--- config.mk ---
export PLATFORM = sky130hd
export DESIGN_NAME = oale_cell
export DESIGN_NICKNAME = d
export VERILOG_FILES = /design/src/sv/oale_pkg.sv /design/src/sv/oale_cell.sv
export SDC_FILE = /design/constraint.sdc
export NUM_CORES = 1
export LEC_CHECK = 0
export BUFFER_PORTS_ARGS = -buffer_cell sky130_fd_sc_hd__buf_4
export CAP_MARGIN = 20
export CELL_PAD_IN_SITES_DETAIL_PLACEMENT = 0
export CELL_PAD_IN_SITES_GLOBAL_PLACEMENT = 1
export CORE_ASPECT_RATIO = 0.7
export CORE_MARGIN = 4
export CORE_UTILIZATION = 30
export CTS_BUF_LIST = sky130_fd_sc_hd__clkbuf_2 sky130_fd_sc_hd__clkbuf_4 sky130_fd_sc_hd__clkbuf_8
export CTS_CLUSTER_SIZE = 28
export DETAILED_ROUTE_END_ITERATION = 7
export HOLD_SLACK_MARGIN = 0.06
export PLACE_DENSITY = 0.89
export SLEW_MARGIN = 25
export SYNTH_ARGS = -nofsm -noshare
export SYNTH_HDL_FRONTEND = slang
export SYNTH_SLANG_ARGS = --single-unit
--- constraint.sdc ---
create_clock -name i_clk -period 5.88 [get_ports i_clk]
set_input_delay 0.882 -clock i_clk [delete_from_list [all_inputs] [get_ports i_clk]]
set_output_delay 0.882 -clock i_clk [all_outputs]
set_load 0.02 [all_outputs]
--- src/sv/oale_pkg.sv ---
// shared types and constants for the ordered array list engine
// no dependencies
package oale_pkg;

    // action codes of an input item
    localparam logic [2:0] ACT_APPEND    = 3'd0;
    localparam logic [2:0] ACT_INSERT    = 3'd1;
    localparam logic [2:0] ACT_OVERWRITE = 3'd2;
    localparam logic [2:0] ACT_READ      = 3'd3;
    localparam logic [2:0] ACT_DELETE    = 3'd4;
    localparam logic [2:0] ACT_DROP      = 3'd5;

    // status codes of a result item
    localparam logic [1:0] ST_DONE  = 2'd0;
    localparam logic [1:0] ST_RANGE = 2'd1;
    localparam logic [1:0] ST_FULL  = 2'd2;
    localparam logic [1:0] ST_EMPTY = 2'd3;

    // field widths
    localparam int unsigned IDX_W   = 6;
    localparam int unsigned WORD_W  = 32;
    localparam int unsigned COUNT_W = 7;

    // accepted list operation, broadcast to every cell
    typedef struct packed {
        logic app;
        logic ins;
        logic ovw;
        logic del;
    } t_cell_op;

endpackage

--- src/sv/oale_cell.sv ---
// one list cell: holds the entry at a fixed position and shifts with its neighbors
// depends on oale_pkg
module oale_cell
    import oale_pkg::*;
#(
    parameter int unsigned POS = 0,
    parameter int unsigned XW  = 8
) (
    input  logic                     i_clk,
    input  t_cell_op                 i_op,
    input  logic [XW-1:0]            i_index,
    input  logic [XW-1:0]            i_count,
    input  logic signed [WORD_W-1:0] i_value,
    input  logic signed [WORD_W-1:0] i_left,
    input  logic signed [WORD_W-1:0] i_right,
    output logic signed [WORD_W-1:0] o_data,
    output logic signed [WORD_W-1:0] o_tap
);

    localparam logic [XW-1:0] P = XW'(POS);

    logic signed [WORD_W-1:0] r_data;
    logic signed [WORD_W-1:0] n_data;

    // next entry value from the broadcast operation
    always_comb begin
        n_data = r_data;
        if (i_op.app && (P == i_count)) begin
            n_data = i_value;
        end else if (i_op.ins) begin
            if (P == i_index) begin
                n_data = i_value;
            end else if ((P > i_index) && (P <= i_count)) begin
                n_data = i_left;
            end
        end else if (i_op.ovw && (P == i_index)) begin
            n_data = i_value;
        end else if (i_op.del && (P >= i_index) && ((P + XW'(1)) < i_count)) begin
            n_data = i_right;
        end
    end

    // entry register
    always_ff @(posedge i_clk) begin
        r_data <= n_data;
    end

    assign o_data = r_data;
    // read tap, zero unless this cell is addressed
    assign o_tap  = (P == i_index) ? r_data : '0;

endmodule

# == After elaboration in Yosys (flattened, before gate mapping) ==
# Index checks and enable logic that the tools add are counted.
# totals
reg_bits,32
in_bits,117
out_inout_bits,64
wordCells,22
# op_classes
magnitude_cmp,4
eq_ne,1
n_mux,7
n_reduce_logical,9
# op_table
cell,n
$mux 32,7
$logic_not 8->1,2
$ge 1x8->1 const A,1
$gt 1x8->1 const A,1
$le 1x8->1 const A,1
$lt 1x8->1 const A,1
$logic_and 1x1->1,5
$ne 4x1->1 const B,1
$reduce_bool 4->1,1
$reduce_and 2->1,1

# == Depth between registers and ports, before layout ==
# logic_depth
depth_word,7
depth_mapped,6
mapped_depth_nobuf,4

# == Worst setup path before layout ==
# OpenSTA, ideal clock, no wires.
# synth_path
path_type,in2reg
from,input port i_index[7]
to,register r_data[0] (netlist: o_data[0]) (enable)
setup_ns,0.466
t_arrival_ns,3.998
t_required_ns,5.414
setup_slack_ns,1.417
path_stages,5
path_buffers,2
path_cell_list,nor4_4 > buf_4 > nand2_1 > clkbuf_1 > o21ai_0
# synth_between
elab_chain_len,5
word_cells_on_any_way,10
classes_between,order compare (2); eq/ne (1); reduce/logical (7)
# synth_lines
element,line,text
"start, declared",oale_cell.sv:11,"input logic [XW-1:0] i_index,"
$ge 1x8->1,oale_cell.sv:38,end else if (i_op.del && (P >= i_index) && ((P + XW'(1)) < i_count)) begin
$logic_and 1x1->1 (2 in a row),oale_cell.sv:38,
$reduce_bool 4->1 (no line),-,
$reduce_and 2->1 (no line) *,-,
"end signal, assigned",oale_cell.sv:45,r_data <= n_data;
"end, declared",oale_cell.sv:22,logic signed [WORD_W-1:0] r_data;
# Every way passes the cells marked *; elsewhere a longest branch is shown, timed or not.
# A chain may end at the register's enable or synchronous reset.

# == Final worst setup path ==
# layout_path
from,input port i_index[7]
to,output port o_tap[12]
# layout_between
elab_chain_len,2
# layout_lines
element,line,text
$logic_not 8->1,oale_cell.sv:50,assign o_tap = (P == i_index) ? r_data : '0;
$mux 32,oale_cell.sv:50,
"end, declared",oale_cell.sv:17,output logic signed [WORD_W-1:0] o_tap
# No other way between the ends.

==> results.toml <==
[clock_network]
ctsResizeCount = 0
postCtsSetupBuffers = 0
cts.sink_count = 32
root_buffer = "clkbuf_8"
cts_tree = "built"
cts_buffer_depth = 2
htree_levels = 2
postCtsHoldBufs = 0
clk_pin_slew_worst_paths_ns = 0.07
numCtsBuffers = 5

[min_path]
hp-start = "i_value[24]"
worstHoldEndpoint = "o_data[24]"
hold_path_depth = 2
hp-class = "input port to flop"

[timing]
setup_viol = 0
fmax_mhz = 317
fin_crit_sh = 0.537
drv_slew = 0
maxSlewHeadroom = 0.357
period_needed_ns = 3.16
worst_pin_slew_ns = 0.962
hold_violations = 0
rsz0062_at_grt = "false"
tns_ns = 0

[placed_design]
gp_congestion = 0.779
dp_hpwl_um = 7040
io_buffers = 180

[routing]
drt-pass1-iter-count = 4
antenna_left = 0
wl_per_cell_um = 17.5
vias = 2823
via_per_inst = 5.13
wl_um = 9620
drt_iter0_markers = 173
drcViolationCount = 0

[setup_path]
cp-start-kind = "input port"
crit_path_cell_trace = "buf_4 -> nor4_4 -> buf_4 -> and3_1 -> buf_4"
slowest_delay_ns = 0.54
setup.worst_path.end_class = "output pin"
crit_buf_inv = 3
critPathKind = "input port to output pin"
cp_top_family = "buffers and inverters"
worst_ep_arrival_time_ns = 2.28
required_ns = 5.00
cpMaxStageDelayCell = "buf_4"
crit_fanout = 66
critPathMostFrequentCell = "buf_4"

[run]
max_cap_viol_count = 0

[logic_synthesis]
syn-mean-instance-area_um2 = 9.82
yosysWarningCount = 0
yosysSeqAreaShare = 0.362
synth_cell_types = 23
synthTopCellsByArea = "edfxtp_1 (36%), a221oi_2 (17%), a21oi_1 (12%)"
syn_area_um2 = 2650
synth_cells = 270
synth.top_cell.area_share = 0.362
syn_nets = 387
synth_seq_cells = 32
synth.largest_area_cell = "edfxtp_1"

[pwr]
p_per_area_nw_per_um2 = 133
p_leak_nw = 1.95
vdd.ir_drop.worst_uv = 65.9
p_total_mw = 0.553

[floorplanning]
dieWidth_um = 120
die_h_um = 86.7
start_util = 0.310
fp-row-count = 28
pin_count = 181
core_um2 = 8550
fp.dieArea_um2 = 10400

[outcome]
outcome = "completed"

[cells_and_area]
nets = 547
n_antenna_cell = 0
drive_gt1_frac = 0.528
largest_reg_flops = 32
syn2layout_area_growth_pct = 56.7

[global_routing]
grt_overflow = 0
grt_pass1_vias = 2972
grt_pass1_wl_um = 14700
grt_max_degree = 67
antenna_found_initial = 0
grtUsageTotal = 0.175
-- cells in the final DEF, fill, tap and decap left out, types with 2 or more instances in the layout --
cell type and count:
and3_1 33, edfxtp_1 32, clkinv_1 2, o2bb2ai_1 31, a21oi_1 62, buf_4 185, nor4_4 3, inv_1 31
clkbuf_8 5, nor3_1 2, a221oi_2 30, nand2_1 3
-- synth_stat cells --
master,count
a21oi_1,62
and3_1,33
edfxtp_1,32
inv_1,31
o2bb2ai_1,31
a221oi_2,30
clkbuf_1,19
buf_2,9
buf_6,3
nand2_1,3
nor4_4,3
buf_4,2
nor3_1,2
a211o_1,1
a211oi_1,1
a221o_1,1
a221oi_1,1
and2_1,1
and4b_1,1
nand3_1,1
nand4b_2,1
nor3_2,1
o21ai_0,1
-- metal layers --
metal  track usage  part of all wire
met5             0                 0
met3        0.0502             0.089
met1         0.221              0.43
met4        0.0412            0.0098
met2         0.297              0.47
-- how the worst max path moves through the flow --
stage,start,to,depth (start not counted)
3_3_place_gp,i_index[7],o_data[5],5
3_5_place_dp,i_count[1],o_data[7],4
6_report,i_index[7],o_tap[12],5
2_1_floorplan,i_index[7],o_data[0],5
5_1_grt,i_index[3],o_tap[11],5
4_1_cts,i_index[7],o_tap[12],5
-- per-stage QoR --
stage	instance area (um2)	setup slack, ns	hold slack, ns	util	std cells
2_1_floorplan	2650	1.42	1.10	-	270
3_3_place_gp	4050	2.62	1.19	0.474	542
3_5_place_dp	4050	2.49	1.21	0.474	542
4_1_cts	4130	2.73	0.919	0.483	549
5_1_grt	4160	2.63	0.915	0.486	550
6_report	4160	2.72	0.926	0.486	550
-- where the power goes --
part           internal [mW]  switching, mW
combinational         0.0837         0.0599
clock                 0.0781         0.0767
sequential             0.254       0.000657
-- layout make-up --
cell class              instances  area (um2)
fillers                       848        4390
flip-flops and latches         32         961
well taps                     120         150
repair buffers                186        1420
clock inverters                 2        7.51
clock buffers                   5        68.8
inverters                      31         116
multi-input cells             174        1440
-- cell families (layout without fill, tap and decap cells) --
family,Yosys count,after routing,share of synthesized area
DFF,32,32,0.362
buffers and inverters,64,224,0.106
and+or+nand+nor,46,46,0.127
AOI/OAI and AO/OA,128,128,0.404
No activity file was read; power rests on OpenSTA's default activity.
